--- config.mk ---
export PLATFORM = sky130hd
export DESIGN_NAME = xor_fec_window_tracker_flat
export DESIGN_NICKNAME = d
export VERILOG_FILES = /design/src/design/xfwt_pkg.sv /design/src/design/xfwt_stream_if.sv /design/src/design/xor_fec_window_tracker.sv /design/src/design/xfwt_divider.sv /design/src/design/xfwt_datapath.sv /design/src/design/xfwt_controller.sv /design/src/flat_wrapper.sv
export SDC_FILE = /design/constraint.sdc
export NUM_CORES = 2
export LEC_CHECK = 0
export BUFFER_PORTS_ARGS = -buffer_cell sky130_fd_sc_hd__buf_2
export CORE_MARGIN = 1.5
export CORE_UTILIZATION = 50
export CTS_BUF_LIST = sky130_fd_sc_hd__clkbuf_8
export DETAILED_ROUTE_END_ITERATION = 8
export GPL_ROUTABILITY_DRIVEN = 0
export HOLD_SLACK_MARGIN = 0.08
export PLACE_DENSITY = 0.67
export SKIP_LAST_GASP = 1
export SLEW_MARGIN = 0
export SYNTH_ARGS = -nofsm -noshare
export SYNTH_HDL_FRONTEND = slang
export SYNTH_SLANG_ARGS = --single-unit
--- constraint.sdc ---
create_clock -name clock -period 7.72 [get_ports clock]
set_clock_uncertainty 0.15 [all_clocks]
set_input_delay 1.158 -clock clock [delete_from_list [all_inputs] [get_ports clock]]
set_output_delay 1.158 -clock clock [all_outputs]
set_load 0.03 [all_outputs]
--- src/design/xfwt_pkg.sv ---
// Shared types and constants for the XOR-parity FEC window tracker.
// Holds the word payloads, controller/datapath command and status structs.
// No dependencies.
`timescale 1ns / 1ps

package xfwt_pkg;

   localparam int FIELD_OFF_W = 32;
   localparam int SEG_W       = 16;
   localparam int WIN_W       = 8;
   localparam int IMG_W       = 32;
   localparam int WBYTES_W    = SEG_W + WIN_W;
   localparam int CSR_DATA_W  = 32;
   localparam int CSR_INDEX_W = 2;

   localparam logic [CSR_INDEX_W-1:0] CSR_SEGMENT_BYTES = 2'd0;
   localparam logic [CSR_INDEX_W-1:0] CSR_FEC_WINDOW    = 2'd1;
   localparam logic [CSR_INDEX_W-1:0] CSR_IMAGE_BYTES   = 2'd2;

   localparam logic [SEG_W-1:0] SEGMENT_BYTES_RESET = 16'd1024;
   localparam logic [WIN_W-1:0] FEC_WINDOW_RESET    = 8'd4;
   localparam logic [IMG_W-1:0] IMAGE_BYTES_RESET   = 32'd0;

   localparam logic ACTION_DATA   = 1'b0;
   localparam logic ACTION_PARITY = 1'b1;

   typedef struct packed {
      logic                   action;
      logic [FIELD_OFF_W-1:0] seq_offset;
      logic [SEG_W-1:0]       seg_size;
   } req_payload_type;

   typedef struct packed {
      logic                   accepted;
      logic                   out_of_order;
      logic                   gap_seen;
      logic                   window_realigned;
      logic                   recover;
      logic [FIELD_OFF_W-1:0] missing_offset;
      logic [SEG_W-1:0]       missing_size;
   } rsp_payload_type;

   typedef enum logic [3:0] {
      ST_IDLE,
      ST_WBYTES,
      ST_CHECK,
      ST_DIV_WINDOW,
      ST_DATA_UPDATE,
      ST_DIV_TAIL,
      ST_PAR_REC,
      ST_DIV_IMAGE,
      ST_DONE
   } state_type;

   typedef enum logic [3:0] {
      OP_NONE,
      OP_LOAD,
      OP_WBYTES,
      OP_REALIGN_DIRECT,
      OP_REALIGN_DIV,
      OP_DATA_UPDATE,
      OP_TAIL_DIRECT,
      OP_TAIL_DIV,
      OP_PAR_FINISH,
      OP_PAR_FINISH_REC
   } op_type;

   typedef enum logic [1:0] {
      DIV_SEL_WINDOW,
      DIV_SEL_TAIL,
      DIV_SEL_IMAGE
   } div_sel_type;

   typedef struct packed {
      op_type      op;
      logic        div_start;
      div_sel_type div_sel;
      logic        rsp_load;
   } cmd_type;

   typedef struct packed {
      logic is_parity;
      logic past_end;
      logic at_end;
      logic tail_gap;
      logic wbytes_zero;
      logic ds_zero;
      logic rec_cond;
      logic div_done;
      logic rsp_free;
   } status_type;

endpackage

--- src/design/xfwt_stream_if.sv ---
// Valid/ready channel carrying one word of a payload type.
// Used for both the header channel and the result channel; no dependencies.
`timescale 1ns / 1ps

interface xfwt_stream_if #(
   parameter type payload_type = logic
);
   logic        valid;
   logic        ready;
   payload_type payload;

   modport source (output valid, output payload, input ready);
   modport sink   (input valid, input payload, output ready);
endinterface

--- src/design/xor_fec_window_tracker.sv ---
// XOR-parity FEC window tracker. Each header word (data segment or parity
// packet) yields exactly one result word. Words are handled one at a time:
// a word is taken in the idle state, and its result is ready once each
// modulo that it needs has run on the shared one-bit-per-cycle remainder
// divider, whose dividend width is the larger of OFFSET_BITS and 32. A data
// word needs at most one modulo (window realignment), a parity word at most
// two (skipped-tail offset and the short final segment). The result sits in
// an output register, so the next header is taken while the previous result
// waits. Configuration writes take effect at once and are meant to be done
// while the block is idle.
`timescale 1ns / 1ps

module xor_fec_window_tracker #(
   parameter int OFFSET_BITS = 32
) (
   input  logic                             clock,
   input  logic                             reset,
   xfwt_stream_if.sink                      req_port,
   xfwt_stream_if.source                    rsp_port,
   input  logic                             csr_we,
   input  logic [xfwt_pkg::CSR_INDEX_W-1:0] csr_index,
   input  logic [xfwt_pkg::CSR_DATA_W-1:0]  csr_wdata
);
   import xfwt_pkg::*;

   cmd_type         cmd;
   status_type      status;
   logic            req_ready;
   logic            rsp_valid;
   rsp_payload_type rsp_payload;
   req_payload_type req_payload;

   assign req_payload      = req_port.payload;
   assign req_port.ready   = req_ready;
   assign rsp_port.valid   = rsp_valid;
   assign rsp_port.payload = rsp_payload;

   xfwt_controller u_controller (
      .clock     (clock),
      .reset     (reset),
      .req_valid (req_port.valid),
      .req_ready (req_ready),
      .status    (status),
      .cmd       (cmd)
   );

   xfwt_datapath #(
      .OFFSET_BITS (OFFSET_BITS)
   ) u_datapath (
      .clock       (clock),
      .reset       (reset),
      .csr_we      (csr_we),
      .csr_index   (csr_index),
      .csr_wdata   (csr_wdata),
      .req_payload (req_payload),
      .rsp_ready   (rsp_port.ready),
      .rsp_valid   (rsp_valid),
      .rsp_payload (rsp_payload),
      .cmd         (cmd),
      .status      (status)
   );

endmodule

--- src/design/xfwt_divider.sv ---
// Radix-2 restoring divider that returns the remainder, one bit per cycle.
// Shared by all modulo operations of the tracker datapath; no package use.
`timescale 1ns / 1ps

module xfwt_divider #(
   parameter int DIV_W     = 32,
   parameter int DIVISOR_W = 24
) (
   input  logic                 clock,
   input  logic                 reset,
   input  logic                 start,
   input  logic [DIV_W-1:0]     dividend,
   input  logic [DIVISOR_W-1:0] divisor,
   output logic                 done,
   output logic [DIVISOR_W-1:0] remainder
);
   localparam int CNT_W = (DIV_W > 1) ? $clog2(DIV_W) : 1;

   logic                 busy_ff;
   logic                 done_ff;
   logic [CNT_W-1:0]     count_ff;
   logic [DIV_W-1:0]     quo_ff;
   logic [DIVISOR_W-1:0] div_ff;
   logic [DIVISOR_W-1:0] rem_ff;

   logic [DIVISOR_W:0]   rem_shift;
   logic [DIVISOR_W:0]   rem_diff;
   logic [DIVISOR_W-1:0] rem_in;

   // The partial remainder stays below the divisor, so the shifted value
   // is below twice the divisor and one subtraction restores it.
   always_comb begin
      rem_shift = {rem_ff, quo_ff[DIV_W-1]};
      rem_diff  = rem_shift - {1'b0, div_ff};
      if (rem_shift >= {1'b0, div_ff}) begin
         rem_in = rem_diff[DIVISOR_W-1:0];
      end else begin
         rem_in = rem_shift[DIVISOR_W-1:0];
      end
   end

   always_ff @(posedge clock) begin
      if (reset) begin
         busy_ff <= 1'b0;
         done_ff <= 1'b0;
      end else if (start) begin
         busy_ff <= 1'b1;
         done_ff <= 1'b0;
      end else if (busy_ff && (count_ff == '0)) begin
         busy_ff <= 1'b0;
         done_ff <= 1'b1;
      end else begin
         done_ff <= 1'b0;
      end
   end

   always_ff @(posedge clock) begin
      if (start) begin
         quo_ff   <= dividend;
         div_ff   <= divisor;
         rem_ff   <= '0;
         count_ff <= CNT_W'(DIV_W - 1);
      end else if (busy_ff) begin
         quo_ff   <= {quo_ff[DIV_W-2:0], 1'b0};
         rem_ff   <= rem_in;
         count_ff <= count_ff - CNT_W'(1);
      end
   end

   assign done      = done_ff;
   assign remainder = rem_ff;

endmodule

--- src/design/xfwt_datapath.sv ---
// Datapath of the FEC window tracker: configuration registers, window state,
// per-word arithmetic, the shared divider and the result register.
// Depends on xfwt_pkg and xfwt_divider.
`timescale 1ns / 1ps

module xfwt_datapath #(
   parameter int OFFSET_BITS = 32
) (
   input  logic                                clock,
   input  logic                                reset,
   input  logic                                csr_we,
   input  logic [xfwt_pkg::CSR_INDEX_W-1:0]    csr_index,
   input  logic [xfwt_pkg::CSR_DATA_W-1:0]     csr_wdata,
   input  xfwt_pkg::req_payload_type           req_payload,
   input  logic                                rsp_ready,
   output logic                                rsp_valid,
   output xfwt_pkg::rsp_payload_type           rsp_payload,
   input  xfwt_pkg::cmd_type                   cmd,
   output xfwt_pkg::status_type                status
);
   import xfwt_pkg::*;

   localparam int OB    = OFFSET_BITS;
   localparam int DIV_W = (OFFSET_BITS > FIELD_OFF_W) ? OFFSET_BITS : FIELD_OFF_W;
   localparam logic [WBYTES_W-1:0] WMASK = (OFFSET_BITS >= WBYTES_W) ?
      {WBYTES_W{1'b1}} : WBYTES_W'((64'd1 << OFFSET_BITS) - 64'd1);
   localparam logic [OB-1:0] ONE_OFF = OB'(1);

   // Configuration registers.
   logic [SEG_W-1:0] seg_bytes_ff;
   logic [WIN_W-1:0] fec_window_ff;
   logic [IMG_W-1:0] image_bytes_ff;

   // Window state.
   logic [OB-1:0]    next_exp_ff, next_exp_in;
   logic [OB-1:0]    lost_ff, lost_in;
   logic [OB-1:0]    win_start_ff, win_start_in;
   logic [WIN_W-1:0] sic_ff, sic_in;

   // Current word and its partial result.
   logic                action_ff, action_in;
   logic [OB-1:0]       seqn_ff, seqn_in;
   logic [SEG_W-1:0]    size_ff, size_in;
   logic [WBYTES_W-1:0] wbytes_ff, wbytes_in;
   logic                acc_ff, acc_in;
   logic                ooo_ff, ooo_in;
   logic                gap_ff, gap_in;
   logic                realign_ff, realign_in;
   logic                rec_ff, rec_in;
   logic [SEG_W-1:0]    msize_ff, msize_in;

   // Result register.
   logic            rsp_valid_ff;
   rsp_payload_type rsp_payload_ff, rsp_payload_in;

   logic [DIV_W-1:0]    seq_ext;
   logic [WBYTES_W-1:0] wbytes_prod;
   logic [OB-1:0]       wend;
   logic [OB-1:0]       rem_off;
   logic [OB-1:0]       realign_ws;
   logic [OB-1:0]       tail_x;
   logic [OB-1:0]       tail_lost;
   logic [OB-1:0]       data_next;
   logic [IMG_W-1:0]    img_last;
   logic [DIV_W-1:0]    lost_ext;
   logic [DIV_W-1:0]    last_ext;
   logic [SEG_W-1:0]    msize_rec;
   logic                rec_cond;

   logic [DIV_W-1:0]    div_dividend;
   logic [WBYTES_W-1:0] div_divisor;
   logic                div_done;
   logic [WBYTES_W-1:0] div_rem;

   xfwt_divider #(
      .DIV_W     (DIV_W),
      .DIVISOR_W (WBYTES_W)
   ) u_divider (
      .clock     (clock),
      .reset     (reset),
      .start     (cmd.div_start),
      .dividend  (div_dividend),
      .divisor   (div_divisor),
      .done      (div_done),
      .remainder (div_rem)
   );

   always_ff @(posedge clock) begin
      if (reset) begin
         seg_bytes_ff   <= SEGMENT_BYTES_RESET;
         fec_window_ff  <= FEC_WINDOW_RESET;
         image_bytes_ff <= IMAGE_BYTES_RESET;
      end else if (csr_we) begin
         unique case (csr_index)
            CSR_SEGMENT_BYTES: seg_bytes_ff   <= csr_wdata[SEG_W-1:0];
            CSR_FEC_WINDOW:    fec_window_ff  <= csr_wdata[WIN_W-1:0];
            CSR_IMAGE_BYTES:   image_bytes_ff <= csr_wdata[IMG_W-1:0];
            default: ;
         endcase
      end
   end

   always_comb begin
      seq_ext     = DIV_W'(req_payload.seq_offset);
      wbytes_prod = WBYTES_W'(seg_bytes_ff) * WBYTES_W'(fec_window_ff);
      wend        = win_start_ff + OB'(wbytes_ff);
      rem_off     = OB'(div_rem);
      realign_ws  = seqn_ff - rem_off;
      tail_x      = seqn_ff - next_exp_ff - ONE_OFF;
      // Last segment start below the parity offset: (x - x mod ds) past next_expected.
      tail_lost   = seqn_ff - ONE_OFF - rem_off;
      data_next   = seqn_ff + OB'(size_ff);
      img_last    = image_bytes_ff - IMG_W'(div_rem);
      lost_ext    = DIV_W'(lost_ff);
      last_ext    = DIV_W'(img_last);
      msize_rec   = (lost_ext == last_ext) ? SEG_W'(div_rem) : seg_bytes_ff;
      rec_cond    = (fec_window_ff != '0) && (seqn_ff == next_exp_ff) &&
                    (sic_ff == (fec_window_ff - WIN_W'(1)));
   end

   always_comb begin
      unique case (cmd.div_sel)
         DIV_SEL_WINDOW: begin
            div_dividend = DIV_W'(seqn_ff);
            div_divisor  = wbytes_ff;
         end
         DIV_SEL_TAIL: begin
            div_dividend = DIV_W'(tail_x);
            div_divisor  = WBYTES_W'(seg_bytes_ff);
         end
         DIV_SEL_IMAGE: begin
            div_dividend = DIV_W'(image_bytes_ff);
            div_divisor  = WBYTES_W'(seg_bytes_ff);
         end
         default: begin
            div_dividend = DIV_W'(seqn_ff);
            div_divisor  = wbytes_ff;
         end
      endcase
   end

   always_comb begin
      next_exp_in  = next_exp_ff;
      lost_in      = lost_ff;
      win_start_in = win_start_ff;
      sic_in       = sic_ff;
      action_in    = action_ff;
      seqn_in      = seqn_ff;
      size_in      = size_ff;
      wbytes_in    = wbytes_ff;
      acc_in       = acc_ff;
      ooo_in       = ooo_ff;
      gap_in       = gap_ff;
      realign_in   = realign_ff;
      rec_in       = rec_ff;
      msize_in     = msize_ff;

      unique case (cmd.op)
         OP_NONE: ;
         OP_LOAD: begin
            action_in  = req_payload.action;
            seqn_in    = seq_ext[OB-1:0];
            size_in    = req_payload.seg_size;
            acc_in     = 1'b0;
            ooo_in     = 1'b0;
            gap_in     = 1'b0;
            realign_in = 1'b0;
            rec_in     = 1'b0;
            msize_in   = '0;
         end
         OP_WBYTES: begin
            wbytes_in = wbytes_prod & WMASK;
         end
         OP_REALIGN_DIRECT: begin
            realign_in   = 1'b1;
            win_start_in = seqn_ff;
            next_exp_in  = seqn_ff;
            sic_in       = '0;
         end
         OP_REALIGN_DIV: begin
            realign_in   = 1'b1;
            win_start_in = realign_ws;
            next_exp_in  = realign_ws;
            sic_in       = '0;
         end
         OP_DATA_UPDATE: begin
            if (seqn_ff < next_exp_ff) begin
               ooo_in = 1'b1;
            end else begin
               if (seqn_ff > next_exp_ff) begin
                  gap_in  = 1'b1;
                  lost_in = next_exp_ff;
               end
               acc_in      = 1'b1;
               sic_in      = sic_ff + WIN_W'(1);
               next_exp_in = data_next;
            end
         end
         OP_TAIL_DIRECT: begin
            if (next_exp_ff < seqn_ff) begin
               gap_in  = 1'b1;
               lost_in = next_exp_ff;
            end
            next_exp_in = seqn_ff;
         end
         OP_TAIL_DIV: begin
            gap_in      = 1'b1;
            lost_in     = tail_lost;
            next_exp_in = seqn_ff;
         end
         OP_PAR_FINISH: begin
            rec_in       = rec_cond;
            sic_in       = '0;
            next_exp_in  = seqn_ff;
            win_start_in = seqn_ff;
         end
         OP_PAR_FINISH_REC: begin
            rec_in       = 1'b1;
            msize_in     = msize_rec;
            sic_in       = '0;
            next_exp_in  = seqn_ff;
            win_start_in = seqn_ff;
         end
         default: ;
      endcase
   end

   always_ff @(posedge clock) begin
      if (reset) begin
         next_exp_ff  <= '0;
         lost_ff      <= '0;
         win_start_ff <= '0;
         sic_ff       <= '0;
      end else begin
         next_exp_ff  <= next_exp_in;
         lost_ff      <= lost_in;
         win_start_ff <= win_start_in;
         sic_ff       <= sic_in;
      end
   end

   always_ff @(posedge clock) begin
      action_ff  <= action_in;
      seqn_ff    <= seqn_in;
      size_ff    <= size_in;
      wbytes_ff  <= wbytes_in;
      acc_ff     <= acc_in;
      ooo_ff     <= ooo_in;
      gap_ff     <= gap_in;
      realign_ff <= realign_in;
      rec_ff     <= rec_in;
      msize_ff   <= msize_in;
   end

   always_comb begin
      rsp_payload_in.accepted         = acc_ff;
      rsp_payload_in.out_of_order     = ooo_ff;
      rsp_payload_in.gap_seen         = gap_ff;
      rsp_payload_in.window_realigned = realign_ff;
      rsp_payload_in.recover          = rec_ff;
      rsp_payload_in.missing_offset   = rec_ff ? lost_ext[FIELD_OFF_W-1:0] : '0;
      rsp_payload_in.missing_size     = msize_ff;
   end

   always_ff @(posedge clock) begin
      if (reset) begin
         rsp_valid_ff <= 1'b0;
      end else if (cmd.rsp_load) begin
         rsp_valid_ff <= 1'b1;
      end else if (rsp_ready) begin
         rsp_valid_ff <= 1'b0;
      end
   end

   always_ff @(posedge clock) begin
      if (cmd.rsp_load) begin
         rsp_payload_ff <= rsp_payload_in;
      end
   end

   assign rsp_valid   = rsp_valid_ff;
   assign rsp_payload = rsp_payload_ff;

   always_comb begin
      status.is_parity   = (action_ff == ACTION_PARITY);
      status.past_end    = (seqn_ff >= wend);
      status.at_end      = (seqn_ff == wend);
      status.tail_gap    = (next_exp_ff < seqn_ff);
      status.wbytes_zero = (wbytes_ff == '0);
      status.ds_zero     = (seg_bytes_ff == '0);
      status.rec_cond    = rec_cond;
      status.div_done    = div_done;
      status.rsp_free    = !rsp_valid_ff || rsp_ready;
   end

endmodule

--- src/design/xfwt_controller.sv ---
// Sequencer of the FEC window tracker: takes a header word, steps the
// datapath through its operations and hands the result to the output register.
// Depends on xfwt_pkg.
`timescale 1ns / 1ps

module xfwt_controller (
   input  logic                 clock,
   input  logic                 reset,
   input  logic                 req_valid,
   output logic                 req_ready,
   input  xfwt_pkg::status_type status,
   output xfwt_pkg::cmd_type    cmd
);
   import xfwt_pkg::*;

   state_type state_ff, state_in;

   always_ff @(posedge clock) begin
      if (reset) begin
         state_ff <= ST_IDLE;
      end else begin
         state_ff <= state_in;
      end
   end

   always_comb begin
      state_in      = state_ff;
      req_ready     = 1'b0;
      cmd.op        = OP_NONE;
      cmd.div_start = 1'b0;
      cmd.div_sel   = DIV_SEL_WINDOW;
      cmd.rsp_load  = 1'b0;

      unique case (state_ff)
         ST_IDLE: begin
            req_ready = 1'b1;
            if (req_valid) begin
               cmd.op   = OP_LOAD;
               state_in = ST_WBYTES;
            end
         end
         ST_WBYTES: begin
            cmd.op   = OP_WBYTES;
            state_in = ST_CHECK;
         end
         ST_CHECK: begin
            if (!status.is_parity) begin
               if (status.past_end && status.wbytes_zero) begin
                  cmd.op   = OP_REALIGN_DIRECT;
                  state_in = ST_DATA_UPDATE;
               end else if (status.past_end) begin
                  cmd.div_start = 1'b1;
                  cmd.div_sel   = DIV_SEL_WINDOW;
                  state_in      = ST_DIV_WINDOW;
               end else begin
                  state_in = ST_DATA_UPDATE;
               end
            end else begin
               if (status.at_end && status.tail_gap && !status.ds_zero) begin
                  cmd.div_start = 1'b1;
                  cmd.div_sel   = DIV_SEL_TAIL;
                  state_in      = ST_DIV_TAIL;
               end else if (status.at_end) begin
                  cmd.op   = OP_TAIL_DIRECT;
                  state_in = ST_PAR_REC;
               end else begin
                  state_in = ST_PAR_REC;
               end
            end
         end
         ST_DIV_WINDOW: begin
            cmd.div_sel = DIV_SEL_WINDOW;
            if (status.div_done) begin
               cmd.op   = OP_REALIGN_DIV;
               state_in = ST_DATA_UPDATE;
            end
         end
         ST_DATA_UPDATE: begin
            cmd.op   = OP_DATA_UPDATE;
            state_in = ST_DONE;
         end
         ST_DIV_TAIL: begin
            cmd.div_sel = DIV_SEL_TAIL;
            if (status.div_done) begin
               cmd.op   = OP_TAIL_DIV;
               state_in = ST_PAR_REC;
            end
         end
         ST_PAR_REC: begin
            // The final segment may be short, which needs image_bytes mod segment_bytes.
            if (status.rec_cond && !status.ds_zero) begin
               cmd.div_start = 1'b1;
               cmd.div_sel   = DIV_SEL_IMAGE;
               state_in      = ST_DIV_IMAGE;
            end else begin
               cmd.op   = OP_PAR_FINISH;
               state_in = ST_DONE;
            end
         end
         ST_DIV_IMAGE: begin
            cmd.div_sel = DIV_SEL_IMAGE;
            if (status.div_done) begin
               cmd.op   = OP_PAR_FINISH_REC;
               state_in = ST_DONE;
            end
         end
         ST_DONE: begin
            if (status.rsp_free) begin
               cmd.rsp_load = 1'b1;
               state_in     = ST_IDLE;
            end
         end
         default: begin
            state_in = ST_IDLE;
         end
      endcase
   end

endmodule

--- src/flat_wrapper.sv ---
// flat-port wrapper written by rule: the top's interface ports become plain ports
module xor_fec_window_tracker_flat import xfwt_pkg::*;
#(
   parameter int OFFSET_BITS = 32
)
  (clock, reset, csr_we, csr_index, csr_wdata, req_port_valid, req_port_payload, req_port_ready, rsp_port_valid, rsp_port_payload, rsp_port_ready);
  xfwt_stream_if #(.payload_type(req_payload_type)) req_port_i ();
  xfwt_stream_if #(.payload_type(rsp_payload_type)) rsp_port_i ();
  input  logic clock;
  input  logic reset;
  input  logic csr_we;
  input  logic [xfwt_pkg::CSR_INDEX_W-1:0] csr_index;
  input  logic [xfwt_pkg::CSR_DATA_W-1:0] csr_wdata;
  input wire logic [$bits(req_port_i.valid)-1:0] req_port_valid;
  input wire logic [$bits(req_port_i.payload)-1:0] req_port_payload;
  output wire logic [$bits(req_port_i.ready)-1:0] req_port_ready;
  output wire logic [$bits(rsp_port_i.valid)-1:0] rsp_port_valid;
  output wire logic [$bits(rsp_port_i.payload)-1:0] rsp_port_payload;
  input wire logic [$bits(rsp_port_i.ready)-1:0] rsp_port_ready;
  assign req_port_i.valid = req_port_valid;
  assign req_port_i.payload = req_port_payload;
  assign req_port_ready = req_port_i.ready;
  assign rsp_port_valid = rsp_port_i.valid;
  assign rsp_port_payload = rsp_port_i.payload;
  assign rsp_port_i.ready = rsp_port_ready;
  xor_fec_window_tracker #(.OFFSET_BITS(OFFSET_BITS)) u_core (.clock(clock), .reset(reset), .req_port(req_port_i), .rsp_port(rsp_port_i), .csr_we(csr_we), .csr_index(csr_index), .csr_wdata(csr_wdata));
endmodule
==> qor.yml <==
cts_max_level: 3
clock_power_share_pct: 19.0
core_area_sq_um: 61500
post-route-drc-count: 0
critPathArrivalTime_ns: 7.05
via_per_inst: 6.18
detailedPlacementHpwl_um: 80800
grt_setup_unrepaired: "no"
timing.fmax_mhz: 146
max_cap_violations: 0
clkTransAtPathRegs_ns: 0.06
timing.final.crit_share_pct: 88.4
critical_path.startpoint_type: "flop"
layout-drive-gt1-share_pct: 9.56
finalSetupViolCount: 0
holdCritPathClass: "reg -> reg"
power_mw: 11.2
overflow: 0
syn-num-nets: 4043
synth.avg_cell_area_sq_um: 8.61
flip_flop_and_latch_count_after_synthesis: 399
n_fill_cell: 5677
num_vias: 28039
die-area_sq_um: 63600
drt_wl_total_um: 107000
leakage_power_of_the_design_nw: 14.4
synth_top_flop_cell: "edfxtp_1"
dp_worst_setup_slack_ns: 1.09
die_width_um: 252
postCtsSetupBuffers: 0
netlist_area_pre_place_sq_um: 31000
period_minus_slack_ns: 6.83
number_of_global_route_vias_before_repair: 25685
die_height_um: 252
synth_enable_flop_cells: 203
ys_types: 83
yosysWarningCount: 0
layout-area-overhead-vs-synth_pct: 9.36
drt-pass1-iter-count: 8
criticalPathCategory: "reg -> reg"
ir_worst_vdd_v: 0.000173
power.internal_mw: 5.75
number_of_antenna_violations_at_the_first_check_in_global_routing: 3
path_max_fanout: 42
grt_pass1_wl_um: 159000
number_of_gates_given_a_new_drive_strength_after_cts: 0
outcome: "complete, no violations"
synth_sequential_area_ratio_pct: 32.3
initial_core_utilization_pct: 50.5
placement_rows: 91
whs_ns: 0.267
endpoint_type_of_the_worst_setup_path: "flop"
wl_per_cell_um: 23.6
worst_skew_pair_later_pin_latency_ns: 0.68
max-clock-path-buffers: 3
max-slew-margin-rel_pct: 17.2
clock_tree_from_tritoncts: "yes"
crit_required_ns: 7.94
async_reset_ff_share_pct: 0
holdBufCountCts: 0
maximum_number_of_pins_on_one_net_before_global_route_repair: 84
setup_ws_ns: 0.894
cts_buffer_count: 75
hold_violations: 0
port_buffers: 142
ctsRootBufferMaster: "clkbuf_8"
final-seq-area_sq_um: 10000
final_core_utilization_pct: 55.2
globalRouteTotalUtil_pct: 33.1
fin_setup_tns_ns: 0
layout_net_count: 4120
tightest_slew_ns: 1.23
cellPowerDensity_nw_per_um2: 329
pwr-share-seq_pct: 27.1
instance_count_of_the_mapped_netlist: 3606
drv_slew: 0
io-pin-count: 143
net-switching-power_mw: 5.42
tritoncts_num_sinks: 399
route.antenna.remaining_nets: 0
initialDrtViolationCount: 3180
p_sw_share_pct: 48.5
multi_input_comb_area_sq_um: 19300
pwr-share-comb_pct: 53.9
cell usage after synthesis (9+ instances only):
master / number / area share, %
a211o_1: 9 / 0.25
o31ai_1: 16 / 0.39
o21a_1: 28 / 0.68
xor2_1: 84 / 2.4
a31oi_1: 22 / 0.44
and3_1: 14 / 0.28
a211oi_1: 62 / 1.5
a22oi_1: 20 / 0.48
nand2_1: 419 / 5.1
mux2i_1: 37 / 1.2
nor4_1: 33 / 0.66
o21ai_0: 171 / 2.8
a21boi_0: 13 / 0.31
a21oi_1: 321 / 5.2
nor2b_1: 30 / 0.60
ha_1: 258 / 10
xnor2_1: 150 / 4.2
a21o_1: 88 / 2.1
nor3b_1: 9 / 0.22
nor3_1: 64 / 1.0
a221oi_1: 32 / 0.90
a221o_1: 23 / 0.74
or3_1: 23 / 0.46
o21bai_1: 32 / 0.77
fa_1: 91 / 5.9
clkbuf_1: 179 / 2.2
and2_1: 109 / 2.2
nor2_1: 292 / 3.5
nand3_1: 48 / 0.77
o211ai_1: 15 / 0.36
edfxtp_1: 203 / 20
inv_1: 268 / 3.2
nand4_1: 47 / 0.95
mux2_2: 18 / 0.65
a311oi_1: 36 / 1.0
nand2b_1: 25 / 0.50
dfxtp_1: 196 / 13
registers in the layout, indices dropped and copies added (netlist names), 24 cells and up:
signal,flops
u_core.u_datapath.rsp_payload,53
u_core.u_datapath.image_bytes_ff,32
u_core.u_datapath.lost_ext,32
u_core.u_datapath.next_exp_ff,32
u_core.u_datapath.seqn_ff,32
u_core.u_datapath.u_divider.quo_ff,32
u_core.u_datapath.win_start_ff,32
u_core.u_datapath.u_divider.div_ff,24
u_core.u_datapath.u_divider.remainder,24
u_core.u_datapath.wbytes_ff,24
area by class of cell:
cell class,instances,share of cell area [%]
Antenna cell,1,0.00737
Clock buffer,88,3.57
Clock inverter,49,0.859
Inverter,269,2.97
Multi-Input combinational cell,2743,56.9
Sequential cell,399,29.5
Tap cell,790,2.91
Timing Repair Buffer,195,3.31
metal layers:
layer / vias up / share of wire [%] / global-route usage (%)
met5: - / 0.024 / 0
met3: 326 / 11 / 7.57
met2: 1524 / 41 / 48.0
met1: 13267 / 41 / 45.0
met4: 4 / 6.8 / 19.7
li1: 12918 / - / -
stage by stage:
step | cells | area [sq um]
3_3_place_gp | 4396 | 32400
3_5_place_dp | 4396 | 32400
2_1_floorplan | 3606 | 31000
5_1_grt | 4534 | 34000
4_1_cts | 4533 | 33900
6_report | 4534 | 34000
power groups by stage:
stage	logic, mW	clock network (mW)	registers (mW)
2_1_floorplan	3.89	0	2.89
3_3_place_gp	5.66	0	3.05
3_5_place_dp	5.68	0	3.05
4_1_cts	5.72	2.16	3.00
5_1_grt	6.31	2.25	3.05
6_report	6.01	2.13	3.03
cells in the final DEF, fill, tap and decap left out, types with 22 or more instances in the layout:
| cell | synthesis | final |
|---|---|---|
| nor2b_1 | 30 | 29 |
| edfxtp_1 | 203 | 203 |
| nand4_1 | 47 | 47 |
| a221o_1 | 23 | 23 |
| o21ai_0 | 171 | 170 |
| buf_4 | 0 | 53 |
| o21bai_1 | 32 | 32 |
| ha_1 | 258 | 257 |
| nor4_1 | 33 | 33 |
| a31oi_1 | 22 | 22 |
| nand2_1 | 419 | 419 |
| a21oi_1 | 321 | 320 |
| nor2_1 | 292 | 289 |
| a21o_1 | 88 | 88 |
| and2_1 | 109 | 108 |
| nand3_1 | 48 | 47 |
| or3_1 | 23 | 23 |
| fa_1 | 91 | 91 |
| mux2i_1 | 37 | 37 |
| a211oi_1 | 62 | 62 |
| xnor2_1 | 150 | 150 |
| inv_1 | 268 | 288 |
| buf_2 | 7 | 141 |
| a221oi_1 | 32 | 32 |
| dfxtp_1 | 196 | 195 |
| xor2_1 | 84 | 84 |
| nor3_1 | 64 | 62 |
| clkbuf_8 | 0 | 88 |
| o21a_1 | 28 | 28 |
| nand2b_1 | 25 | 25 |
| a311oi_1 | 36 | 36 |
logic make-up after synthesis:
logic type      count (synthesis)  share of synthesized area [%]
compound gates                947                           19.8
xor+xnor                      235                           6.65
fa+ha+maj                     349                           16.3
buf+inv                       464                           5.69
flops                         399                           32.3
mux                            56                           1.88
simple gates                 1156                           17.5
final timing paths:
check / depth (start not counted) / slack [ns] / from / endpoint
setup / recovery: 26 / 0.89 / u_core.u_datapath.wbytes_ff[0]$_DFFE_PN_ / u_core.u_datapath.u_divider.div_ff[17]$_SDFFCE_PN0P_
setup reg to reg: 26 / 0.89 / u_core.u_datapath.wbytes_ff[0]$_DFFE_PN_ / u_core.u_datapath.u_divider.div_ff[17]$_SDFFCE_PN0P_
hold reg to reg: 0 / 0.27 / u_core.u_datapath.msize_ff[8]$_SDFFCE_PN0P_ / u_core.u_datapath.rsp_payload[8]$_DFFE_PP_
hold / removal: 0 / 0.27 / u_core.u_datapath.msize_ff[8]$_SDFFCE_PN0P_ / u_core.u_datapath.rsp_payload[8]$_DFFE_PP_
critical path, cell delays in order (launching register included):
cell and delay [ns]:
edfxtp_1 0.41, ha_1 0.22, inv_1 0.07, fa_1 0.21, nor2b_1 0.06, o21a_1 0.17
o21ai_0 0.40, a21o_1 0.19, nand2_1 0.10, a21o_1 0.21, a211oi_1 0.37, o41ai_1 0.14
a21oi_1 0.41, nor2b_1 0.11, xnor2_1 0.15, ha_1 0.30, nand4_1 0.11, nor2_1 0.19
and3_1 0.24, nand3_1 0.09, nor4_1 0.42, nand2_1 0.10, a21boi_0 0.33, nor2_2 0.07
buf_4 0.27, inv_2 0.68, buf_12 0.31
(Power assumes the default switching activity.)
